--- config.mk ---
export PLATFORM = sky130hd
export DESIGN_NAME = adc_channel_noise_statistics_unit
export DESIGN_NICKNAME = d
export VERILOG_FILES = /design/src/rtl/acns_pkg.sv /design/src/rtl/acns_div.sv /design/src/rtl/adc_channel_noise_statistics_unit.sv
export SDC_FILE = /design/constraint.sdc
export NUM_CORES = 2
export LEC_CHECK = 0
export BUFFER_PORTS_ARGS = -buffer_cell sky130_fd_sc_hd__buf_4
export CAP_MARGIN = 20
export CELL_PAD_IN_SITES_DETAIL_PLACEMENT = 1
export CELL_PAD_IN_SITES_GLOBAL_PLACEMENT = 1
export CORE_UTILIZATION = 50
export CTS_CLUSTER_DIAMETER = 200
export DETAILED_ROUTE_END_ITERATION = 8
export GPL_TIMING_DRIVEN = 0
export PLACE_DENSITY_LB_ADDON = 0.1
export SYNTH_ARGS = -nofsm -noshare
export SYNTH_HDL_FRONTEND = slang
export SYNTH_SLANG_ARGS = --single-unit
--- constraint.sdc ---
create_clock -name clk_i -period 10.6 [get_ports clk_i]
set_clock_uncertainty 0.15 [all_clocks]
set_input_delay 1.06 -clock clk_i [delete_from_list [all_inputs] [get_ports clk_i]]
set_output_delay 1.06 -clock clk_i [all_outputs]
set_load 0.03 [all_outputs]
--- src/rtl/acns_pkg.sv ---
// Package for the ADC channel noise statistics unit.
// It holds shared widths, limits, register indexes, item opcodes, the sequencer states and the divider structs.
// It depends on nothing.
package acns_pkg;

  localparam int unsigned SampleW  = 12;
  localparam int unsigned CountW   = 16;
  localparam int unsigned SumW     = 28;
  localparam int unsigned SumSqW   = 40;
  localparam int unsigned MeanW    = 20;
  localparam int unsigned DvdW     = 56;
  localparam int unsigned DvsW     = 16;
  localparam int unsigned DivCntW  = 6;
  localparam int unsigned CfgIdxW  = 2;

  localparam int unsigned NormMaxDefault = 1000;

  localparam logic [SampleW-1:0] SampleMax = 12'hFFF;
  localparam logic [CountW-1:0]  CountMax  = 16'hFFFF;

  // Configuration register indexes.
  localparam logic [CfgIdxW-1:0] CfgCalLow    = 2'd0;
  localparam logic [CfgIdxW-1:0] CfgCalHigh   = 2'd1;
  localparam logic [CfgIdxW-1:0] CfgInvert    = 2'd2;
  localparam logic [CfgIdxW-1:0] CfgThreshold = 2'd3;

  // Item opcodes.
  localparam logic OpAdd  = 1'b0;
  localparam logic OpRead = 1'b1;

  typedef enum logic [3:0] {
    StIdle,
    StNorm,
    StNormWait,
    StAdd,
    StRead,
    StMul,
    StSqStart,
    StSqWait,
    StMeanWait,
    StDone
  } state_e;

  // Request to the shared divider.
  typedef struct packed {
    logic            start;
    logic [DvdW-1:0] dividend;
    logic [DvsW-1:0] divisor;
  } div_req_t;

  // Response of the shared divider.
  typedef struct packed {
    logic            done;
    logic [DvdW-1:0] quotient;
  } div_rsp_t;

endpackage

--- src/rtl/acns_div.sv ---
// Iterative restoring divider, one quotient bit per cycle.
// It depends on acns_pkg for widths and the request and response structs.
module acns_div (
  input  logic                clk_i,
  input  logic                rst_ni,
  input  acns_pkg::div_req_t  req_i,
  output acns_pkg::div_rsp_t  rsp_o
);

  localparam logic [acns_pkg::DivCntW-1:0] LastCnt = acns_pkg::DivCntW'(acns_pkg::DvdW - 1);

  logic                          busy_q, busy_d;
  logic                          done_q, done_d;
  logic [acns_pkg::DivCntW-1:0]  cnt_q, cnt_d;
  logic [acns_pkg::DvdW-1:0]     dvd_q, dvd_d;
  logic [acns_pkg::DvsW-1:0]     rem_q, rem_d;
  logic [acns_pkg::DvsW-1:0]     dvs_q, dvs_d;
  logic [acns_pkg::DvsW:0]       rem_sh;

  // One shift and trial subtraction per cycle.
  always_comb begin
    busy_d = busy_q;
    done_d = 1'b0;
    cnt_d  = cnt_q;
    dvd_d  = dvd_q;
    rem_d  = rem_q;
    dvs_d  = dvs_q;
    rem_sh = {rem_q, dvd_q[acns_pkg::DvdW-1]};
    if (req_i.start) begin
      busy_d = 1'b1;
      cnt_d  = '0;
      dvd_d  = req_i.dividend;
      rem_d  = '0;
      dvs_d  = req_i.divisor;
    end else if (busy_q) begin
      if (rem_sh >= {1'b0, dvs_q}) begin
        rem_d = acns_pkg::DvsW'(rem_sh - {1'b0, dvs_q});
        dvd_d = {dvd_q[acns_pkg::DvdW-2:0], 1'b1};
      end else begin
        rem_d = rem_sh[acns_pkg::DvsW-1:0];
        dvd_d = {dvd_q[acns_pkg::DvdW-2:0], 1'b0};
      end
      cnt_d = cnt_q + 1'b1;
      if (cnt_q == LastCnt) begin
        busy_d = 1'b0;
        done_d = 1'b1;
      end
    end
  end

  always_ff @(posedge clk_i or negedge rst_ni) begin
    if (!rst_ni) begin
      busy_q <= 1'b0;
      done_q <= 1'b0;
      cnt_q  <= '0;
    end else begin
      busy_q <= busy_d;
      done_q <= done_d;
      cnt_q  <= cnt_d;
    end
  end

  always_ff @(posedge clk_i) begin
    dvd_q <= dvd_d;
    rem_q <= rem_d;
    dvs_q <= dvs_d;
  end

  assign rsp_o.done     = done_q;
  assign rsp_o.quotient = dvd_q;

endmodule

--- src/rtl/adc_channel_noise_statistics_unit.sv ---
// Top level of the ADC channel noise statistics unit.
// It depends on acns_pkg and on the shared divider acns_div.
//
// One transaction is taken at a time; in_ready_o is low while it is worked on.
// An add transaction makes one 56-step pass of the shared bit-serial divider for
// normalization when the calibration span is positive, and skips it otherwise. A
// read transaction of a non-empty bank runs a 28-step shift-add squaring of the
// sum and two 56-step divider passes (sum squared over count, and the Q12.8
// mean); an empty bank skips these and goes straight to its result.
// The result is held in an output register, so a new transaction can be taken
// while a result waits; a later read waits at its end until that slot is free.
module adc_channel_noise_statistics_unit #(
  parameter int unsigned NORM_MAX = acns_pkg::NormMaxDefault
) (
  input  logic        clk_i,
  input  logic        rst_ni,
  input  logic        cfg_we_i,
  input  logic [1:0]  cfg_index_i,
  input  logic [11:0] cfg_wdata_i,
  input  logic        in_valid_i,
  output logic        in_ready_o,
  input  logic        opcode_i,
  input  logic        phase_i,
  input  logic [11:0] raw_sample_i,
  input  logic [11:0] filtered_sample_i,
  input  logic [11:0] ui_level_i,
  input  logic        signal_pick_i,
  output logic        out_valid_o,
  input  logic        out_ready_i,
  output logic [15:0] sample_total_o,
  output logic [11:0] lowest_o,
  output logic [11:0] highest_o,
  output logic [11:0] peak_to_peak_o,
  output logic [19:0] mean_q8_o,
  output logic [39:0] squared_deviation_sum_o,
  output logic [11:0] largest_step_o,
  output logic [15:0] trigger_total_o
);

  localparam int unsigned SW = acns_pkg::SampleW;
  localparam int unsigned ProdW = 2 * SW + 1;
  localparam logic [SW-1:0] NormMax = SW'(NORM_MAX);
  localparam logic [4:0] MulLast = 5'(acns_pkg::SumW - 1);

  acns_pkg::state_e state_q, state_d;

  // Configuration registers.
  logic [SW-1:0] cal_low_q, cal_high_q, thr_q;
  logic          invert_q;

  // Captured transaction.
  logic          ph_q, pick_q;
  logic [SW-1:0] raw_q, filt_q, ui_q;

  // Bank state.
  logic [acns_pkg::CountW-1:0] count_q [2];
  logic                        has_prior_q [2];
  logic [SW-1:0]               prior_norm_q [2];
  logic [SW-1:0]               prior_ui_q [2];

  // Per-signal state, index phase*2 + signal.
  logic [SW-1:0]               sig_min_q [4];
  logic [SW-1:0]               sig_max_q [4];
  logic [acns_pkg::SumW-1:0]   sig_sum_q [4];
  logic [acns_pkg::SumSqW-1:0] sig_sq_q [4];
  logic [SW-1:0]               sig_prior_q [4];
  logic [SW-1:0]               sig_step_q [4];
  logic [acns_pkg::CountW-1:0] sig_trig_q [4];

  // Read datapath.
  logic [acns_pkg::DvdW-1:0]  mcand_q, acc_q, sqq_q;
  logic [acns_pkg::SumW-1:0]  mplier_q;
  logic [4:0]                 mul_cnt_q;
  logic [acns_pkg::MeanW-1:0] mean_hold_q;

  // Output register.
  logic                        out_valid_q;
  logic [acns_pkg::CountW-1:0] o_total_q, o_trig_q;
  logic [SW-1:0]               o_low_q, o_high_q, o_p2p_q, o_step_q;
  logic [acns_pkg::MeanW-1:0]  o_mean_q;
  logic [acns_pkg::SumSqW-1:0] o_m2_q;

  acns_pkg::div_req_t div_req;
  acns_pkg::div_rsp_t div_rsp;

  acns_div u_div (
    .clk_i  (clk_i),
    .rst_ni (rst_ni),
    .req_i  (div_req),
    .rsp_o  (div_rsp)
  );

  logic in_fire, out_free, span_ok;
  assign in_ready_o = (state_q == acns_pkg::StIdle);
  assign in_fire    = in_valid_i && in_ready_o;
  assign out_free   = !out_valid_q || out_ready_i;
  assign span_ok    = cal_high_q > cal_low_q;

  // Normalization numerator from the clamped raw sample.
  logic [SW-1:0]    clamped, span;
  logic [ProdW-1:0] norm_num;
  always_comb begin
    if (raw_q < cal_low_q) begin
      clamped = cal_low_q;
    end else if (raw_q > cal_high_q) begin
      clamped = cal_high_q;
    end else begin
      clamped = raw_q;
    end
    span     = cal_high_q - cal_low_q;
    norm_num = ProdW'(clamped - cal_low_q) * ProdW'(NormMax) + ProdW'(span >> 1);
  end

  // Normalized value, taken from the divider when the span is positive.
  logic [SW-1:0] norm_base, norm_val;
  always_comb begin
    norm_base = span_ok ? div_rsp.quotient[SW-1:0] : '0;
    norm_val  = invert_q ? (NormMax - norm_base) : norm_base;
  end

  // Bank and signal addressing.
  logic [1:0] rd_idx;
  logic [acns_pkg::CountW-1:0] n_cur;
  logic [acns_pkg::DvdW-1:0] half_n;
  assign rd_idx = {ph_q, pick_q};
  assign n_cur  = count_q[ph_q];
  assign half_n = acns_pkg::DvdW'(n_cur >> 1);

  // Divider requests.
  always_comb begin
    div_req = '0;
    if (state_q == acns_pkg::StNorm) begin
      div_req.start    = 1'b1;
      div_req.dividend = acns_pkg::DvdW'(norm_num);
      div_req.divisor  = acns_pkg::DvsW'(span);
    end else if (state_q == acns_pkg::StSqStart) begin
      div_req.start    = 1'b1;
      div_req.dividend = acc_q + half_n;
      div_req.divisor  = n_cur;
    end else if (state_q == acns_pkg::StSqWait && div_rsp.done) begin
      div_req.start    = 1'b1;
      div_req.dividend = acns_pkg::DvdW'({sig_sum_q[rd_idx], 8'h00}) + half_n;
      div_req.divisor  = n_cur;
    end
  end

  // Sequencer next state.
  always_comb begin
    state_d = state_q;
    unique case (state_q)
      acns_pkg::StIdle: begin
        if (in_fire) begin
          state_d = (opcode_i == acns_pkg::OpAdd) ? acns_pkg::StNorm : acns_pkg::StRead;
        end
      end
      acns_pkg::StNorm: begin
        state_d = span_ok ? acns_pkg::StNormWait : acns_pkg::StAdd;
      end
      acns_pkg::StNormWait: begin
        if (div_rsp.done) begin
          state_d = acns_pkg::StAdd;
        end
      end
      acns_pkg::StAdd: state_d = acns_pkg::StIdle;
      acns_pkg::StRead: begin
        state_d = (n_cur == '0) ? acns_pkg::StDone : acns_pkg::StMul;
      end
      acns_pkg::StMul: begin
        if (mul_cnt_q == MulLast) begin
          state_d = acns_pkg::StSqStart;
        end
      end
      acns_pkg::StSqStart: state_d = acns_pkg::StSqWait;
      acns_pkg::StSqWait: begin
        if (div_rsp.done) begin
          state_d = acns_pkg::StMeanWait;
        end
      end
      acns_pkg::StMeanWait: begin
        if (div_rsp.done) begin
          state_d = acns_pkg::StDone;
        end
      end
      acns_pkg::StDone: begin
        if (out_free) begin
          state_d = acns_pkg::StIdle;
        end
      end
      default: state_d = acns_pkg::StIdle;
    endcase
  end

  always_ff @(posedge clk_i or negedge rst_ni) begin
    if (!rst_ni) begin
      state_q <= acns_pkg::StIdle;
    end else begin
      state_q <= state_d;
    end
  end

  // Configuration writes.
  always_ff @(posedge clk_i or negedge rst_ni) begin
    if (!rst_ni) begin
      cal_low_q  <= '0;
      cal_high_q <= acns_pkg::SampleMax;
      invert_q   <= 1'b0;
      thr_q      <= SW'(5);
    end else if (cfg_we_i) begin
      unique case (cfg_index_i)
        acns_pkg::CfgCalLow:    cal_low_q  <= cfg_wdata_i;
        acns_pkg::CfgCalHigh:   cal_high_q <= cfg_wdata_i;
        acns_pkg::CfgInvert:    invert_q   <= cfg_wdata_i[0];
        acns_pkg::CfgThreshold: thr_q      <= cfg_wdata_i;
        default: ;
      endcase
    end
  end

  // Transaction capture.
  always_ff @(posedge clk_i) begin
    if (in_fire) begin
      ph_q   <= phase_i;
      pick_q <= signal_pick_i;
      raw_q  <= raw_sample_i;
      filt_q <= filtered_sample_i;
      ui_q   <= ui_level_i;
    end
  end

  // Trigger decisions and per-signal values for an add.
  logic          hp, acc_ok, raw_trig, filt_trig;
  logic [SW-1:0] d_norm, d_ui;
  logic [SW-1:0] add_v [2];
  logic          add_trig [2];
  always_comb begin
    hp     = has_prior_q[ph_q];
    acc_ok = count_q[ph_q] != acns_pkg::CountMax;
    d_norm = (norm_val > prior_norm_q[ph_q]) ? (norm_val - prior_norm_q[ph_q])
                                             : (prior_norm_q[ph_q] - norm_val);
    d_ui   = (ui_q > prior_ui_q[ph_q]) ? (ui_q - prior_ui_q[ph_q])
                                       : (prior_ui_q[ph_q] - ui_q);
    raw_trig    = hp && (d_norm >= thr_q);
    filt_trig   = hp && (d_ui >= thr_q);
    add_v[0]    = raw_q;
    add_v[1]    = filt_q;
    add_trig[0] = raw_trig;
    add_trig[1] = filt_trig;
  end

  // Bank and signal statistics update.
  always_ff @(posedge clk_i or negedge rst_ni) begin
    if (!rst_ni) begin
      for (int b = 0; b < 2; b++) begin
        count_q[b]      <= '0;
        has_prior_q[b]  <= 1'b0;
        prior_norm_q[b] <= '0;
        prior_ui_q[b]   <= '0;
      end
      for (int s = 0; s < 4; s++) begin
        sig_min_q[s]   <= acns_pkg::SampleMax;
        sig_max_q[s]   <= '0;
        sig_sum_q[s]   <= '0;
        sig_sq_q[s]    <= '0;
        sig_prior_q[s] <= '0;
        sig_step_q[s]  <= '0;
        sig_trig_q[s]  <= '0;
      end
    end else if (state_q == acns_pkg::StAdd) begin
      if (acc_ok) begin
        count_q[ph_q] <= count_q[ph_q] + 1'b1;
      end
      has_prior_q[ph_q]  <= 1'b1;
      prior_norm_q[ph_q] <= norm_val;
      prior_ui_q[ph_q]   <= ui_q;
      for (int k = 0; k < 2; k++) begin
        if (add_v[k] < sig_min_q[{ph_q, k[0]}]) begin
          sig_min_q[{ph_q, k[0]}] <= add_v[k];
        end
        if (add_v[k] > sig_max_q[{ph_q, k[0]}]) begin
          sig_max_q[{ph_q, k[0]}] <= add_v[k];
        end
        if (acc_ok) begin
          sig_sum_q[{ph_q, k[0]}] <= sig_sum_q[{ph_q, k[0]}] + acns_pkg::SumW'(add_v[k]);
          sig_sq_q[{ph_q, k[0]}]  <= sig_sq_q[{ph_q, k[0]}]
                                     + acns_pkg::SumSqW'(add_v[k])
                                     * acns_pkg::SumSqW'(add_v[k]);
        end
        if (hp) begin
          if (((add_v[k] > sig_prior_q[{ph_q, k[0]}])
                ? (add_v[k] - sig_prior_q[{ph_q, k[0]}])
                : (sig_prior_q[{ph_q, k[0]}] - add_v[k])) > sig_step_q[{ph_q, k[0]}]) begin
            sig_step_q[{ph_q, k[0]}] <= (add_v[k] > sig_prior_q[{ph_q, k[0]}])
                                        ? (add_v[k] - sig_prior_q[{ph_q, k[0]}])
                                        : (sig_prior_q[{ph_q, k[0]}] - add_v[k]);
          end
          if (add_trig[k] && (sig_trig_q[{ph_q, k[0]}] != acns_pkg::CountMax)) begin
            sig_trig_q[{ph_q, k[0]}] <= sig_trig_q[{ph_q, k[0]}] + 1'b1;
          end
        end
        sig_prior_q[{ph_q, k[0]}] <= add_v[k];
      end
    end
  end

  // Shift-add squaring of the sum, and the held quotients.
  always_ff @(posedge clk_i) begin
    if (state_q == acns_pkg::StRead) begin
      mcand_q   <= acns_pkg::DvdW'(sig_sum_q[rd_idx]);
      mplier_q  <= sig_sum_q[rd_idx];
      acc_q     <= '0;
      mul_cnt_q <= '0;
    end else if (state_q == acns_pkg::StMul) begin
      if (mplier_q[0]) begin
        acc_q <= acc_q + mcand_q;
      end
      mcand_q   <= {mcand_q[acns_pkg::DvdW-2:0], 1'b0};
      mplier_q  <= mplier_q >> 1;
      mul_cnt_q <= mul_cnt_q + 1'b1;
    end
    if (state_q == acns_pkg::StSqWait && div_rsp.done) begin
      sqq_q <= div_rsp.quotient;
    end
    if (state_q == acns_pkg::StMeanWait && div_rsp.done) begin
      mean_hold_q <= div_rsp.quotient[acns_pkg::MeanW-1:0];
    end
  end

  // Result register.
  logic empty;
  logic [acns_pkg::DvdW-1:0] sq_ext;
  assign empty  = (n_cur == '0);
  assign sq_ext = acns_pkg::DvdW'(sig_sq_q[rd_idx]);

  always_ff @(posedge clk_i or negedge rst_ni) begin
    if (!rst_ni) begin
      out_valid_q <= 1'b0;
    end else if (state_q == acns_pkg::StDone && out_free) begin
      out_valid_q <= 1'b1;
    end else if (out_ready_i) begin
      out_valid_q <= 1'b0;
    end
  end

  always_ff @(posedge clk_i) begin
    if (state_q == acns_pkg::StDone && out_free) begin
      o_total_q <= n_cur;
      o_low_q   <= sig_min_q[rd_idx];
      o_high_q  <= sig_max_q[rd_idx];
      o_step_q  <= sig_step_q[rd_idx];
      o_trig_q  <= sig_trig_q[rd_idx];
      if (empty) begin
        o_mean_q <= '0;
        o_m2_q   <= '0;
        o_p2p_q  <= '0;
      end else begin
        o_mean_q <= mean_hold_q;
        o_m2_q   <= (sq_ext >= sqq_q) ? acns_pkg::SumSqW'(sq_ext - sqq_q) : '0;
        o_p2p_q  <= (sig_max_q[rd_idx] >= sig_min_q[rd_idx])
                    ? (sig_max_q[rd_idx] - sig_min_q[rd_idx]) : '0;
      end
    end
  end

  assign out_valid_o             = out_valid_q;
  assign sample_total_o          = o_total_q;
  assign lowest_o                = o_low_q;
  assign highest_o               = o_high_q;
  assign peak_to_peak_o          = o_p2p_q;
  assign mean_q8_o               = o_mean_q;
  assign squared_deviation_sum_o = o_m2_q;
  assign largest_step_o          = o_step_q;
  assign trigger_total_o         = o_trig_q;

endmodule

======== Word-level counts from Yosys, hierarchy flattened ========
Cells that the tools add are included.
word-level totals
  bits in registers ....................... 1,147
  latch bits .............................. 0
  bits in writable memories ............... 0
  bits in read-only memories .............. 0
  input bits .............................. 58
  memories kept ........................... 0
operators by class
  add/subtract/negate cells ............... 27
  $mul .................................... 3
  div/mod/pow operators ................... 0
  $lt $le $gt $ge ......................... 25
  equal/unequal tests ..................... 23
  shifts and indexed selects .............. 0
  muxes and demuxes ....................... 172
  bitwise logic cells ..................... 7
  reduce and logical (&&, ||, !) cells .... 28
operators by type and width
  operator          number
  $mux W48          11
  $mux W160         3
  $mux W12          39
  $bwmux W48        8
  $mux W112         3
  $mux W28          12
  $bwmux W160       2
  $mux W40          8
  $mux W64          5
  $bmux W12 S2      11
  $bmux W40 S2      3
  $bwmux W112       2
  $mux W73          3
  $mux W16          13
  $bmux W28 S2      3
  $demux W40 S2     2
  $bwmux W64        2
  $gt A12 B12 Y1    10
  $sub A12 B12 Y12  10
  $demux W28 S2     2
  $mux W56          2
  $bmux W16 S2      3
  $add A40 B24 Y40  2
  $demux W16 S2     2
  other kinds (58)  124

======== Longest topological paths before layout ========
  depth after elaboration ................. 15
  mapped depth ............................ 40

======== By module ========
Synthesis repeated with hierarchy kept, for this count alone.
second synthesis, totals
  cell total of the unflattened synthesis .. 7,837
  area total of the unflattened synthesis .. 77,942.3 sq um
modules (own cells, without submodules)
  module                             times used  cells each  area an instance (sq um)
  adc_channel_noise_statistics_unit  1           7,439       73,012.5
  acns_div                           1           398         4,929.7

======== Worst setup path after synthesis ========
No wires, ideal clock.
  path type ............................... register to register
  from .................................... register raw_q[1]
  to ...................................... register u_div.dvd_q[24] (netlist name), data pin
  arrival time ............................ 9.221 ns
  setup slack ............................. 1.077 ns
  stages on the path, launching flop included .. 35
  path buffers ............................ 1
  period minus slack after synthesis ...... 9.523 ns
  cells stage by stage .................... edfxtp_1 -> ha_1 -> a21o_1 -> a21o_1 -> a21oi_1 -> nor2b_1 -> o21ai_0 -> nand2b_1 -> a211oi_1 -> o21a_1 -> buf_1 -> mux2i_1 -> ha_1 -> nor2b_1 -> o31a_1 -> o41a_1 -> a41o_1 -> o21ai_1 -> ha_1 -> inv_1 -> fa_1 -> inv_1 -> fa_1 -> fa_1 -> ha_1 -> and3_1 -> nand3_1 -> a311o_1 -> a31oi_1 -> a21o_1 -> a21oi_1 -> o41ai_1 -> xnor2_1 -> or4_1 -> a31oi_1
between the ends
  cells in the longest elaborated chain, start to end .. 8
  elaborated cells on any way between the ends .. 9
RTL lines
  what                       line                                      text
  start, declared            adc_channel_noise_statistics_unit.sv:53   logic [SW-1:0] raw_q, filt_q, ui_q;
  start signal, assigned     adc_channel_noise_statistics_unit.sv:224  raw_q <= raw_sample_i;
  $gt A12 B12 Y1             adc_channel_noise_statistics_unit.sv:105  end else if (raw_q > cal_high_q) begin
  $mux W12                   adc_channel_noise_statistics_unit.sv:105
  $mux W12 *                 adc_channel_noise_statistics_unit.sv:103  if (raw_q < cal_low_q) begin
  $sub A12 B12 Y13 *         adc_channel_noise_statistics_unit.sv:111  norm_num = ProdW'(clamped - cal_low_q) * ProdW'(NormMax) + ProdW'(span >> 1);
  $mul A25 B7 Y22 *          adc_channel_noise_statistics_unit.sv:111
  $add A25 B11 Y25 *         adc_channel_noise_statistics_unit.sv:111
  $mux W73 *                 adc_channel_noise_statistics_unit.sv:132  if (state_q == acns_pkg::StNorm) begin
  $mux W56 *                 acns_div.sv:29                            if (req_i.start) begin
  net u_div.dvd_d (one bit)  acns_div.sv:15                            logic [acns_pkg::DvdW-1:0] dvd_q, dvd_d;
  end signal, assigned       acns_div.sv:64                            dvd_q <= dvd_d;
  end, declared              acns_div.sv:15
The timed path passes the listed nets; every way through them passes the cells marked *.
A chain may end at the register's enable or synchronous reset.

======== Worst setup path in the final report ========
  from .................................... register ph_q
  to ...................................... register sig_sq_q[39] (netlist name)
between the ends
  cells in the longest elaborated chain, start to end .. 10
  elaborated cells on any way between the ends .. 30
RTL lines
  what                                                                          line                                                                                text
  start, declared                                                               adc_channel_noise_statistics_unit.sv:52                                             logic ph_q, pick_q;
  start signal, assigned                                                        adc_channel_noise_statistics_unit.sv:222                                            ph_q <= phase_i;
  $not A2 Y3 (not written as such)                                              adc_channel_noise_statistics_unit.sv:284                                            sig_sq_q[{ph_q, k[0]}] <= sig_sq_q[{ph_q, k[0]}]
  $bmux W40 S2, or another cell as far along                                    adc_channel_noise_statistics_unit.sv:284
  $mux W40 (not written as such) / $logic_and A1 B1 Y1 (equally long branches)  adc_channel_noise_statistics_unit.sv:284
  $mux W40 (not written as such)                                                adc_channel_noise_statistics_unit.sv:284
  $add A40 B24 Y40 / $demux W40 S2 (equally long branches)                      adc_channel_noise_statistics_unit.sv:285, adc_channel_noise_statistics_unit.sv:284
  $bwmux W160                                                                   adc_channel_noise_statistics_unit.sv:284
  $mux W160                                                                     adc_channel_noise_statistics_unit.sv:282                                            if (acc_ok) begin
  $mux W160                                                                     adc_channel_noise_statistics_unit.sv:268                                            end else if (state_q == acns_pkg::StAdd) begin
  $bwmux W160                                                                   adc_channel_noise_statistics_unit.sv:284
  $mux W160 *                                                                   adc_channel_noise_statistics_unit.sv:282
  end signal, assigned by index                                                 adc_channel_noise_statistics_unit.sv:284
  end, declared                                                                 adc_channel_noise_statistics_unit.sv:65                                             logic [acns_pkg::SumSqW-1:0] sig_sq_q [4];
Every way passes the cells marked *; elsewhere a longest branch is shown, timed or not. The select of a mux whose other input is x is not followed.

==> reports/summary.log <==
[run_status] result of the run finished, violations left
[run_status] violations in the final reports DRC
[yosys] main flop type after synthesis sky130_fd_sc_hd__dfrtp_1
[global_routing] pin count of the biggest net entering global routing 119
[layout] post-route design area 87400 um2
[yosys] Synth Cell Area 77700 um2
[yosys] leading post-synthesis cells by cell area sky130_fd_sc_hd__dfrtp_1 (19%), sky130_fd_sc_hd__edfxtp_1 (15%), sky130_fd_sc_hd__ha_1 (9.4%)
[layout] final net count 9146
[drt] total wire length after detailed routing 289 mm
[layout] Cell Count, Final, Fillers Out 10.4k
[setup_path] CP Data Required Time 11.10 ns
[yosys] number of flip-flops and latches in the synthesized netlist 1147
[die] overall die height 396 um
[yosys] post-synthesis cell type with the largest combined area sky130_fd_sc_hd__dfrtp_1
[layout] fraction of layout instances using a drive strength above 1 0.125
[layout] area taken by multi-input logic gates 44300 um2
[die] Cell Rows 144
[setup_path] total buffers and inverters traversed by the critical path 14
[timing] Hold Fails Final Rpt 0
[global_routing] overall global routing resource usage 0.366
[yosys] syn nets 8760
[global_routing] first-pass GRT wire length 429 mm
[die] Core Box Area 154000 um2
[die] number of top-level pins 200
[global_routing] antenna violations before repair 18
[cts] Worst-Skew Late Latency 0.81 ns
[place] number of input and output port buffers inserted 199
[place] worst slack at placement -1.96 ns
[cts] total clock buffers created by CTS 139
[yosys] sequential share of the synthesized area 0.388
[timing] Max Fclk 96.7 MHz
[drt] DRC violation count after routing 74
[die] die outline area 157000 um2
[yosys] synthesized area per cell 9.89 um2
[cts] root cell of the clock tree sky130_fd_sc_hd__clkbuf_16
[cts] clk sink count 1147
[setup_path] highest cell delay on the worst timing path 0.65 ns
[timing] setup slack after layout 0.256 ns
[min_path] startpoint of the lowest-slack hold path ui_level_i[9]
[global_routing] via count of the first global-routing pass 66.7k
[yosys] Post-synth EDFFs 382
[timing] number of pins exceeding their max-slew limit in the final report 0
[timing] final worst path period share 0.976
[place] DPL Wire Length 223 mm
[setup_path] logic depth of the worst path, buffers included 30
[yosys] fraction of synthesized cell area taken by the top area cell type 0.192
[setup_path] CP startpoint kind flip-flop
[yosys] proportion of synthesized flip-flops having asynchronous set or reset 0.575
[cts] buffer depth of the longest clock path 3
[min_path] Hold Path Sink ui_q[9]
[run] number of max-cap violations 0
[cts] htree depth 4
[setup_path] maximum fanout along the worst path 10
[timing] Final Setup Violations 0
[setup_path] Reg2Reg Capture Point sig_sq_q[39]
[die] starting density of the core 0.504
[timing] Rel. slew slack 0.157
[layout] most common cell after layout, fill and taps aside sky130_fd_sc_hd__nand2_1
[setup_path] most used cell, CP sky130_fd_sc_hd__buf_2
[place] weighted congestion reported at the end of routability-driven placement 0.937
[setup_path] category of the worst setup path capture point flip-flop
[layout] Core Util, Final 0.566
[drt] via density per instance 6.05
[setup_path] type of the worst setup path flip-flop to flip-flop
[timing] Tightest Pin Transition 1.23 ns
[die] floorplan die width 396 um
[min_path] class of the tightest hold or removal check primary input to flip-flop
[layout] top library cells by usage in the layout, fill and taps aside sky130_fd_sc_hd__nand2_1 (1143), sky130_fd_sc_hd__dfrtp_1 (598), sky130_fd_sc_hd__ha_1 (586)
[timing] unrepaired setup endpoints after global routing false
[yosys] Netlist cell types 89
[cts] CTS clk-pin slew, worst paths 0.06 ns
[place] Post-Place Cells 10.1k
[setup_path] worst reg2reg path startpoint ph_q
[drt] overall via count from detail_route 63.1k
[setup_path] flop2flop setup slack 0.26 ns
[min_path] cell count of the worst hold path 1
[global_routing] total congestion overflow 0
[place] post-placement cell area 82300 um2
[setup_path] worst r2r path cells 30
[setup_path] endpoint arrival time on the critical path 10.84 ns
[timing] post-route minimum period 10.34 ns
[yosys] Post-Syn Instances 7864
[drt] post-DR wirelength/cell 27.7 um
[yosys] Yosys warning count 0
[setup_path] worst-path cell with the longest stage delay sky130_fd_sc_hd__a2111oi_1
[setup_path] cell class contributing the biggest share of worst-path delay buffers and inverters
[cts] TritonCTS clock tree built
[layout] Sequential Area 30200 um2
[drt] remaining antenna violation count after routing 0
[layout] fill cell count 17.1k
[drt] number of DRC violations after detailed-routing iteration 0 4683
[layout] Layout area overhead 12.4%
[drt] first-pass detailed-route iteration total 7
==> layout make-up <==
cell class,count,area share
diodes,15,0.000430
repair buffers,249,0.0252
flip-flops and latches,1147,0.345
clock buffers,193,0.0445
plain buffers,313,0.0151
multi-input cells,5821,0.507
well taps,2044,0.0293
clock inverters,67,0.00793
inverters,579,0.0249
==> worst max-delay path by stage <==
stage,slack [ns],start,endpoint
final,0.26,ph_q,sig_sq_q[39]
after global routing,0.01,cal_high_q[0],sig_trig_q[25]
after CTS,0.02,ph_q,sig_step_q[7]
after detailed placement,-1.96,raw_q[0],u_div.dvd_q[24]
after global placement,-1.63,raw_q[0],u_div.dvd_q[23]
after floorplan,1.08,raw_q[1],u_div.dvd_q[24]
==> state kept, by name, summed over array words and instances (netlist names), 16 cells and up <==
name,flops
u_div.rem_q,16
trigger_total_o,16
sig_min_q,48
sig_max_q,48
sqq_q,56
u_div.dvs_q,16
prior_norm_q,24
prior_ui_q,24
count_q,32
mean_q8_o,20
sig_step_q,48
mplier_q,28
squared_deviation_sum_o,40
sig_sq_q,160
sig_trig_q,64
sample_total_o,16
sig_sum_q,112
acc_q,56
u_div.dvd_q,56
sig_prior_q,48
mcand_q,56
mean_hold_q,20
==> kinds of logic (layout without fill, tap and decap cells) <==
group	Yosys count	count (layout)	synth area share
buffers and inverters	896	1401	0.0444
xor gates and xnor gates	536	536	0.0604
AOI/OAI and AO/OA	1442	1442	0.117
and+or+nand+nor	2358	2358	0.136
other	0	15	0
muxes	646	646	0.0956
DFF	1147	1147	0.388
adders and majority gates	839	839	0.159
==> synth_stat cells, types with 19 or more instances <==
library cell / number
sky130_fd_sc_hd__nand3_1: 149
sky130_fd_sc_hd__o211ai_1: 19
sky130_fd_sc_hd__a211oi_1: 38
sky130_fd_sc_hd__dfstp_2: 62
sky130_fd_sc_hd__mux2_2: 344
sky130_fd_sc_hd__inv_1: 565
sky130_fd_sc_hd__buf_1: 29
sky130_fd_sc_hd__nand2b_1: 60
sky130_fd_sc_hd__a22o_1: 28
sky130_fd_sc_hd__or3_1: 34
sky130_fd_sc_hd__dfrtp_1: 598
sky130_fd_sc_hd__o21ai_0: 432
sky130_fd_sc_hd__a31oi_1: 40
sky130_fd_sc_hd__mux4_2: 43
sky130_fd_sc_hd__and3_1: 54
sky130_fd_sc_hd__xnor2_1: 275
sky130_fd_sc_hd__nor2_1: 446
sky130_fd_sc_hd__nor2b_1: 93
sky130_fd_sc_hd__nand4_1: 87
sky130_fd_sc_hd__nor3_1: 132
sky130_fd_sc_hd__or2_2: 19
sky130_fd_sc_hd__clkbuf_1: 232
sky130_fd_sc_hd__nand2_1: 1143
sky130_fd_sc_hd__buf_2: 49
sky130_fd_sc_hd__and2_1: 52
sky130_fd_sc_hd__o21bai_1: 34
sky130_fd_sc_hd__ha_1: 586
sky130_fd_sc_hd__xor2_1: 261
sky130_fd_sc_hd__dfxtp_1: 105
sky130_fd_sc_hd__a221oi_1: 21
sky130_fd_sc_hd__mux2i_1: 259
sky130_fd_sc_hd__o21a_1: 58
sky130_fd_sc_hd__edfxtp_1: 382
sky130_fd_sc_hd__a21o_1: 188
sky130_fd_sc_hd__nor4_1: 27
sky130_fd_sc_hd__fa_1: 252
sky130_fd_sc_hd__a21oi_1: 372
sky130_fd_sc_hd__o31ai_1: 22
==> per-layer routing <==
layer | wire (um) | track usage | part of all wire | up-vias
met4 | 18800 | 0.212 | 0.065 | 6
met2 | 136000 | 0.599 | 0.47 | 1912
li1 | - | - | - | 28100
met1 | 119000 | 0.463 | 0.41 | 32500
met3 | 15500 | 0.0529 | 0.054 | 607
met5 | 44 | 0 | 0.00015 | -
==> stage by stage <==
stage          hold slack, ns  setup TNS (ns)
2_1_floorplan           0.271               0
3_3_place_gp            0.286         -198.28
3_5_place_dp            0.291          -46.74
4_1_cts                 0.250               0
5_1_grt                 0.266               0
6_report                0.282               0
==> what timing repair did <==
action,CTS,global route
resized for setup,22,37
endpoints found under the hold margin,10,0
hold buffers,1,0
pin swaps,1,2
endpoints found under the setup margin,99,123
gates cloned,0,0
setup buffers,7,7
Power is not shown: default switching activity piles up to over one toggle a cycle in this logic, so the estimate is an artifact.
